[src/rtl/spe_pkg.sv]
`timescale 1ns / 1ps
// ----------------------------------------------------------------------------
// spe_pkg
// Shared types, constants and elaboration-time helpers for the positional
// encoder core.
// ----------------------------------------------------------------------------
package spe_pkg;

   localparam int unsigned MAX_MODEL_DIM = 1024;
   localparam int unsigned DIM_W         = 11;
   localparam int unsigned POS_W         = 10;
   localparam int unsigned IDX_W         = 10;
   localparam int unsigned NUM_W         = 38;
   localparam int unsigned QUO_W         = 28;
   localparam int unsigned FRAC_W        = 24;
   localparam int unsigned MANT_W        = 31;
   localparam int unsigned FREQ_W        = 25;
   localparam int unsigned ANGLE_W       = 34;
   localparam int unsigned Z_W           = 31;
   localparam int unsigned P_W           = 32;

   localparam logic [27:0] LOG2_10000_Q24 = 28'd222930821;
   localparam logic [29:0] INV_2PI_Q32    = 30'd683565276;
   localparam logic [DIM_W-1:0] DIM_RESET = 11'd512;

   // taylor coefficients of sin(pi/2 * z), q2.30 magnitudes
   localparam logic [P_W-1:0] SIN_C0 = 32'd1686629713;
   localparam logic [P_W-1:0] SIN_C1 = 32'd693598668;
   localparam logic [P_W-1:0] SIN_C2 = 32'd85569306;
   localparam logic [P_W-1:0] SIN_C3 = 32'd5026995;
   localparam logic [P_W-1:0] SIN_C4 = 32'd172272;
   localparam logic [P_W-1:0] SIN_C5 = 32'd3864;
   localparam logic [P_W-1:0] SIN_C6 = 32'd61;

   // side data that rides along with each word
   typedef struct packed {
      logic [POS_W-1:0] pos;
      logic             odd;
      logic             oor;
   } tag_type;

   function automatic logic [P_W-1:0] sin_coef(input int i);
      logic [P_W-1:0] c;
      case (i)
         0:       c = SIN_C0;
         1:       c = SIN_C1;
         2:       c = SIN_C2;
         3:       c = SIN_C3;
         4:       c = SIN_C4;
         5:       c = SIN_C5;
         default: c = SIN_C6;
      endcase
      return c;
   endfunction

   // integer square root, used at elaboration only
   function automatic logic [63:0] isqrt64(input logic [63:0] v_in);
      logic [63:0] v;
      logic [63:0] r;
      logic [63:0] b;
      v = v_in;
      r = 64'd0;
      b = 64'd1 << 62;
      for (int i = 0; i < 32; i++) begin
         if (b > v) b = b >> 2;
      end
      for (int i = 0; i < 32; i++) begin
         if (b != 64'd0) begin
            if (v >= r + b) begin
               v = v - (r + b);
               r = (r >> 1) + b;
            end else begin
               r = r >> 1;
            end
            b = b >> 2;
         end
      end
      return r;
   endfunction

   // q1.30 value of 2^-(2^-j), by repeated square roots of one half
   function automatic logic [MANT_W-1:0] root_at(input int j);
      logic [63:0] root;
      root = 64'd1 << 29;
      for (int i = 1; i <= j; i++) begin
         root = isqrt64(root << 30);
      end
      return root[MANT_W-1:0];
   endfunction

endpackage

[src/rtl/spe_divider.sv]
`timescale 1ns / 1ps
// ----------------------------------------------------------------------------
// spe_divider
// Pipelined restoring divider, one quotient bit per stage, carrying the
// word's side data alongside.
// ----------------------------------------------------------------------------
module spe_divider (
   input  logic                         clock,
   input  logic                         reset,
   input  logic                         adv,
   input  logic [spe_pkg::DIM_W-1:0]    dim,
   input  logic                         in_vld,
   input  logic [spe_pkg::DIM_W-1:0]    in_rem,
   input  logic [spe_pkg::QUO_W-1:0]    in_low,
   input  spe_pkg::tag_type             in_tag,
   output logic                         out_vld,
   output logic [spe_pkg::QUO_W-1:0]    out_quo,
   output spe_pkg::tag_type             out_tag
);
   import spe_pkg::*;

   logic             vld_ff [0:QUO_W];
   logic [DIM_W-1:0] rem_ff [0:QUO_W];
   logic [QUO_W-1:0] low_ff [0:QUO_W];
   logic [QUO_W-1:0] quo_ff [0:QUO_W];
   tag_type          tag_ff [0:QUO_W];

   // stage zero takes the input as is
   always_comb begin
      vld_ff[0] = in_vld;
      rem_ff[0] = in_rem;
      low_ff[0] = in_low;
      quo_ff[0] = '0;
      tag_ff[0] = in_tag;
   end

   for (genvar s = 1; s <= QUO_W; s++) begin : g_stage
      logic [DIM_W:0]   rem2;
      logic             ge;
      logic [DIM_W-1:0] rem_in;

      // shift in one numerator bit, subtract when it fits
      always_comb begin
         rem2   = {rem_ff[s-1], low_ff[s-1][QUO_W-1]};
         ge     = rem2 >= {1'b0, dim};
         rem_in = ge ? DIM_W'(rem2 - {1'b0, dim}) : DIM_W'(rem2);
      end

      always_ff @(posedge clock) begin
         if (reset) begin
            vld_ff[s] <= 1'b0;
         end else if (adv) begin
            vld_ff[s] <= vld_ff[s-1];
         end
      end

      always_ff @(posedge clock) begin
         if (adv) begin
            rem_ff[s] <= rem_in;
            low_ff[s] <= {low_ff[s-1][QUO_W-2:0], 1'b0};
            quo_ff[s] <= {quo_ff[s-1][QUO_W-2:0], ge};
            tag_ff[s] <= tag_ff[s-1];
         end
      end
   end

   assign out_vld = vld_ff[QUO_W];
   assign out_quo = quo_ff[QUO_W];
   assign out_tag = tag_ff[QUO_W];

endmodule

[config.mk]
export PLATFORM = sky130hd
export DESIGN_NAME = spe_divider
export DESIGN_NICKNAME = d
export VERILOG_FILES = /design/src/rtl/spe_pkg.sv /design/src/rtl/spe_divider.sv
export SDC_FILE = /design/constraint.sdc
export NUM_CORES = 2
export LEC_CHECK = 0
export BUFFER_PORTS_ARGS = -buffer_cell sky130_fd_sc_hd__buf_2
export CORE_MARGIN = 2
export CORE_UTILIZATION = 46
export DETAILED_ROUTE_END_ITERATION = 10
export GPL_ROUTABILITY_DRIVEN = 1
export PLACE_DENSITY = 0.72
export SYNTH_ARGS = -nofsm -noshare
export SYNTH_HDL_FRONTEND = slang
export SYNTH_SLANG_ARGS = --single-unit
[constraint.sdc]
create_clock -name clock -period 2.65 [get_ports clock]
set_input_delay 0.265 -clock clock [delete_from_list [all_inputs] [get_ports clock]]
set_output_delay 0.265 -clock clock [all_outputs]
set_load 0.1 [all_outputs]
==> After elaboration in Yosys (flattened, before gate mapping) <==
Index checks and enable logic that the tools add are counted.
{ "totals": {"regBits": 1445, "output_inout_bits": 41, "elab_cells": 276} }
{ "op_classes": {"n_addsub": 27, "magnitude_cmp": 28, "mux": 27} }
{ "op_table": {"columns": ["op", "n"], "rows": [
  [">= comparator 12 x 11 -> 1 bit", 28],
  ["two-way mux 11 bit", 27],
  ["subtractor 11 bit", 27]
]} }

==> Longest topological paths before layout <==
{ "depth": {"depth_word": 2, "mapped_depth": 10, "mapped_depth_nobuf": 9} }

==> Least setup slack after synthesis <==
OpenSTA, ideal clock, no wires.
{ "synth_path": {"path_kind": "input to register", "start": "in dim[2] (netlist name)", "end": "reg rem_ff (netlist bit g_stage[24].rem2[10]), data pin", "arrival_time_ns": 2.517, "path_slack_ns": -0.127, "stages": 9, "n_path_buf": 1, "cell_sequence": "inv_1 > ha_1 > nand2b_1 > a21oi_1 > a41oi_1 > o21bai_1 > a2111oi_4 > buf_6 > mux2_2"} }
{ "synth_between": {"elab_chain_cells": 2, "elab_cells_between_ends": 3, "classes_between": "add/sub (1); order compare (1); mux (1)"} }
{ "synth_lines": {"columns": ["item", "line_no", "source"], "rows": [
  ["from (decl)", "spe_divider.sv:11", "input logic [spe_pkg::DIM_W-1:0] dim,"],
  ["subtractor 11 bit / >= comparator 12 x 11 -> 1 bit (equally long branches)", "spe_divider.sv:46, spe_divider.sv:45", null],
  ["two-way mux 11 bit (*)", "spe_divider.sv:46", "rem_in = ge ? DIM_W'(rem2 - {1'b0, dim}) : DIM_W'(rem2);"],
  ["net g_stage[23].rem_in[9]", "spe_divider.sv:40", "logic [DIM_W-1:0] rem_in;"],
  ["to (signal, indexed assignment)", "spe_divider.sv:59", "rem_ff[s] <= rem_in;"],
  ["to (decl)", "spe_divider.sv:23", "logic [DIM_W-1:0] rem_ff [0:QUO_W];"]
]} }
Mark *: on every way through the listed nets, which the timed path passes. The rest lies on a longest branch.
A chain may end at the register's enable or synchronous reset.

==> Worst setup path after layout <==
{ "layout_path": {"start": "reg low_ff (netlist bit g_stage[24].rem2[0])", "end": "reg rem_ff (netlist bit g_stage[25].rem2[7]), data pin"} }
{ "layout_between": {"elab_chain_cells": 2, "elab_cells_between_ends": 3, "classes_between": "add/sub (1); order compare (1); mux (1)"} }
{ "layout_lines": {"columns": ["item", "line_no", "source"], "rows": [
  ["from (decl)", "spe_divider.sv:24", "logic [QUO_W-1:0] low_ff [0:QUO_W];"],
  ["from (signal, indexed assignment)", "spe_divider.sv:60", "low_ff[s] <= {low_ff[s-1][QUO_W-2:0], 1'b0};"],
  ["subtractor 11 bit / >= comparator 12 x 11 -> 1 bit (equally long branches)", "spe_divider.sv:46, spe_divider.sv:45", null],
  ["two-way mux 11 bit (*)", "spe_divider.sv:46", null],
  ["net g_stage[24].rem_in[6]", "spe_divider.sv:40", null]
]} }
Marks and branches as above.

==> summary.txt <==
Outcome
  – Status: complete, but fails checks
  – Failing checks: design-rule violations

STA
  – RSZ-0062 raised after global routing: yes
  – Final Hold Slack: 0.1871 ns
  – Slew Viols, Final: 0
  – # setup viols final: 0
  – Setup_tns: 0 ns
  – Least-Margin Pin Slew: 0.5982 ns
  – Crit share post-route: 0.9878
  – Slew HR: 0.6012
  – F_max: 382.0 MHz
  – Fin crit period: 2.618 ns
  – Worst Skew: 0.04851 ns
  – Hold Fails Final Rpt: 0

Clock network
  – Root Buffer: clkbuf_16
  – CTS clk-pin slew, worst paths: 0.06 ns
  – CTS max path bufs: 3
  – Total CTS buffers: 152
  – Clock Latency Late Sink: 0.76 ns
  – Number of clock sinks: 1445
  – H-tree depth: 4
  – CTS tree: done

Placement
  – Routability Congestion: 0.8509
  – Post-Place Cell Area: 0.06726 mm2
  – Detailed placement HPWL: 67360 um
  – I/O Buffers: 106

Power
  – Seq pwr share: 0.406
  – Static Leak: 27.03 nW
  – Switching portion of total power: 0.2976
  – Comb pwr share: 0.344
  – Worst VDD drop: 0.7027 mV
  – Psw: 23.42 mW
  – Clock power frac: 0.249
  – Internal: 55.27 mW
  – Total power: 78.70 mW
  – Pwr dens: 1079 mW/mm2

Synth
  – Post-synth ARST share: 0
  – Yosys synthesis warning count: 0
  – Synth Cell Area: 0.06126 mm2
  – Post-Syn Nets: 4277
  – Post-Synth XOR/XNOR Area: 0.02216
  – Post-synthesis register bit count: 1445
  – Post-Synthesis Cells: 3876
  – Compound-gate portion of the synthesized area: 0.08478
  – EDFF count, synth: 1417
  – Syn Area/Cell: 15.80 um2
  – Yosys cell types: 61
  – Combinational family with the most area after synthesis: compound AO/OA/AOI/OAI gates
  – Multiplexer share of the synthesized area: 0.04536
  – Ys flop type: edfxtp_1
  – Synth Area in Simple Gates: 0.05498
  – Register area share after synthesis: 0.7037
  – Post-Synth Adder-Cell Area: 0.07173

Critical path
  – CP Cell Sequence: inv_2, ha_4, fa_2, nand2b_4, a21oi_2, a41oi_2, o21bai_2, a2111oi_4, buf_4, buf_8, mux2_2
  – Element type at the critical path start: flop
  – Type of the worst setup path: reg2reg
  – R2R setup slack: 0.03 ns
  – Slowest cell on crit path: edfxtp_1
  – Critical path capture point type: flop
  – CP Data Required Time: 3.17 ns
  – Crit Reg-Reg Endpoint: g_stage[25].rem2[7]$_DFFE_PP_
  – Reg2Reg Depth: 11
  – Crit-path max FO: 6
  – Max stage delay on crit path: 0.38 ns
  – Worst setup path endpoint: g_stage[25].rem2[7]$_DFFE_PP_
  – CP startpoint: g_stage[24].rem2[0]$_DFFE_PP_
  – CP Data Arrival Time: 3.14 ns
  – Origin of the critical flop-to-flop path: g_stage[24].rem2[0]$_DFFE_PP_

Die
  – Die width: 368.9 um
  – Initial Util: 0.4648
  – Die Ht: 368.9 um
  – Full die area: 0.1361 mm2
  – Num rows: 133
  – # IOs: 107
  – Core box area: 0.1318 mm2

Routing
  – Avg WL per Cell: 16.29 um
  – Routed vias/inst: 5.176
  – Number of routed nets with antenna violations: 0
  – DRT Pass-1 Iters: 8
  – Residual DRC: 1
  – Via count: 33300
  – Initial detailed-routing violation count: 1996
  – WL final: 104800 um

Hold path
  – Hold path start: in_low[5]
  – Worst Hold Class: in2reg

Global routing
  – Vias in the first global route: 33380
  – Initial antenna violation count: 2
  – Gr usage total: 0.1532
  – GRT overflow: 0
  – First-pass GRT wire length: 167900 um
  – Largest net degree at the start of global routing: 115

Final layout
  – Ant diodes: 0
  – Nets: 4967
  – Final Instance Area: 0.07295 mm2
  – Area Growth Syn to Fin: 19.09%
  – Final design utilization: 0.5535
  – Layout cells sized above 1: 0.2279
  – Fillers: 10460

Run
  – Max_cap viols: 0
[power by group through the flow]
stage | Clock, mW | Sequential (mW) | Combinational [mW]
after global routing | 21.2 | 32.3 | 30.0
after floorplan | 0 | 31.6 | 18.4
after global placement | 0 | 32.4 | 25.3
after detailed placement | 0 | 32.5 | 26.1
final | 19.6 | 32.0 | 27.1
after CTS | 20.4 | 32.0 | 26.4
[cell families (layout without fill, tap and decap cells)]
kind of cell,count (synthesis),count (layout)
flip-flops,1445,1445
AO/OA/AOI/OAI,791,791
AND/OR/NAND/NOR,684,684
adder cells (fa/ha/maj),335,335
multiplexers,254,254
buffers and inverters,212,1013
XOR/XNOR,155,155
[synthesized netlist by cell type (all sizes together) (6+ instances only)]
cell type,n,area (um2)
nand2b,93,581.8
xor2,45,394.1
nand4b,8,70.07
mux2,189,2128
nand3b,6,45.04
or2,8,50.05
fa,27,540.5
o21ai,174,885.9
mux2i,65,650.6
buf,70,523.0
nor2,327,1227
edfxtp,1417,42550
o21a,69,518.0
nand4,24,150.1
a2111oi,16,346.6
nor2b,31,193.9
o21bai,52,390.4
o211ai,15,112.6
nand2,59,221.5
a21boi,8,60.06
a21o,41,307.8
nand3,25,125.1
a21oi,259,1330
o31ai,18,135.1
a41oi,23,201.4
or3,19,118.9
a31o,10,87.58
o22ai,13,81.33
a311oi,14,122.6
nor3,25,125.1
inv,129,484.2
clkbuf,13,48.80
a211oi,46,345.3
and4,12,105.1
ha,308,3854
or4b,8,80.08
xnor2,110,963.4
nor4,18,118.9
a31oi,11,68.82
dfxtp,28,560.5
and3,12,75.07
[routing by layer]
metal  global-route usage  wire [um]  vias to the layer above  part of all wire
met5                    0         24                        -           0.00023
met4              0.06115       3161                        4             0.030
met3              0.03005       4129                      224             0.039
met2               0.2571      51160                      590              0.49
met1               0.1955      46310                    16130              0.44
li1                     -          -                    16350                 -
[per-stage QoR]
| step | cells | worst slack [ns] |
|---|---|---|
| 3_5_place_dp | 6095 | -0.2045 |
| 2_1_floorplan | 3876 | -0.02622 |
| 4_1_cts | 6416 | 0.007283 |
| 5_1_grt | 6432 | -0.08761 |
| 3_3_place_gp | 6095 | -0.1854 |
| 6_report | 6432 | 0.03240 |
[sequential cells by signal, indices dropped and copies added (netlist names)]
signal	cells
quo_ff	378
vld_ff	27
tag_ff	324
g_stage.rem2	324
out_quo	28
out_tag	12
low_ff	351
out_vld	1
[critical path: cells and delay by family (launching register included)]
family / cells / cell delay (ns)
AO/OA/AOI/OAI: 4 / 0.75
buffers and inverters: 3 / 0.43
adder cells (fa/ha/maj): 2 / 0.35
flip-flops: 1 / 0.38
AND/OR/NAND/NOR: 1 / 0.12
multiplexers: 1 / 0.34
[worst min path at each step]
stage,endpoint,slack (ns),depth (start not counted)
final,low_ff[762]$_DFFE_PP_,0.19,2
after global placement,tag_ff[119]$_DFFE_PP_,0.40,0
after floorplan,g_stage[2].rem2[0]$_DFFE_PP_,0.36,0
after CTS,low_ff[780]$_DFFE_PP_,0.09,2
after detailed placement,g_stage[14].rem2[0]$_DFFE_PP_,0.40,0
after global routing,low_ff[762]$_DFFE_PP_,0.13,2
[layout by cell type, fill, tap and decap left out, drive strengths merged, types with 16 or more instances in the layout]
cell / n
a2111oi: 16
a211oi: 46
a21o: 41
a21oi: 259
a41oi: 23
buf: 563
clkbuf: 180
clkinv: 72
dfxtp: 28
dlygate4sd3: 55
edfxtp: 1417
fa: 27
ha: 308
inv: 129
mux2: 189
mux2i: 65
nand2: 59
nand2b: 93
nand3: 25
nand4: 24
nor2: 327
nor2b: 31
nor3: 25
nor4: 18
o21a: 69
o21ai: 174
o21bai: 52
o31ai: 18
or3: 19
xnor2: 110
xor2: 45
[area by class of cell]
type                            instances  area (um2)  area share
Clock buffer                          179        3926     0.05382
Clock inverter                         86       724.4    0.009930
Inverter                              129       506.7    0.006946
Multi-Input combinational cell       2219       17410      0.2387
Sequential cell                      1445       43110      0.5909
Tap cell                             1755        2196     0.03010
Timing Repair Buffer                  619        5076     0.06958
[what timing repair did]
| item | 4_1_cts | 5_1_grt |
|---|---|---|
| endpoints found under the setup margin | 33 | 114 |
| hold buffers | 55 | 0 |
| endpoints found under the hold margin | 102 | 0 |
| pin swaps | 3 | 16 |
| cloned | 0 | 5 |
| buffers inserted | 1 | 11 |
| resized for setup | 12 | 82 |
Note: power is estimated with default switching activity, not from simulation.
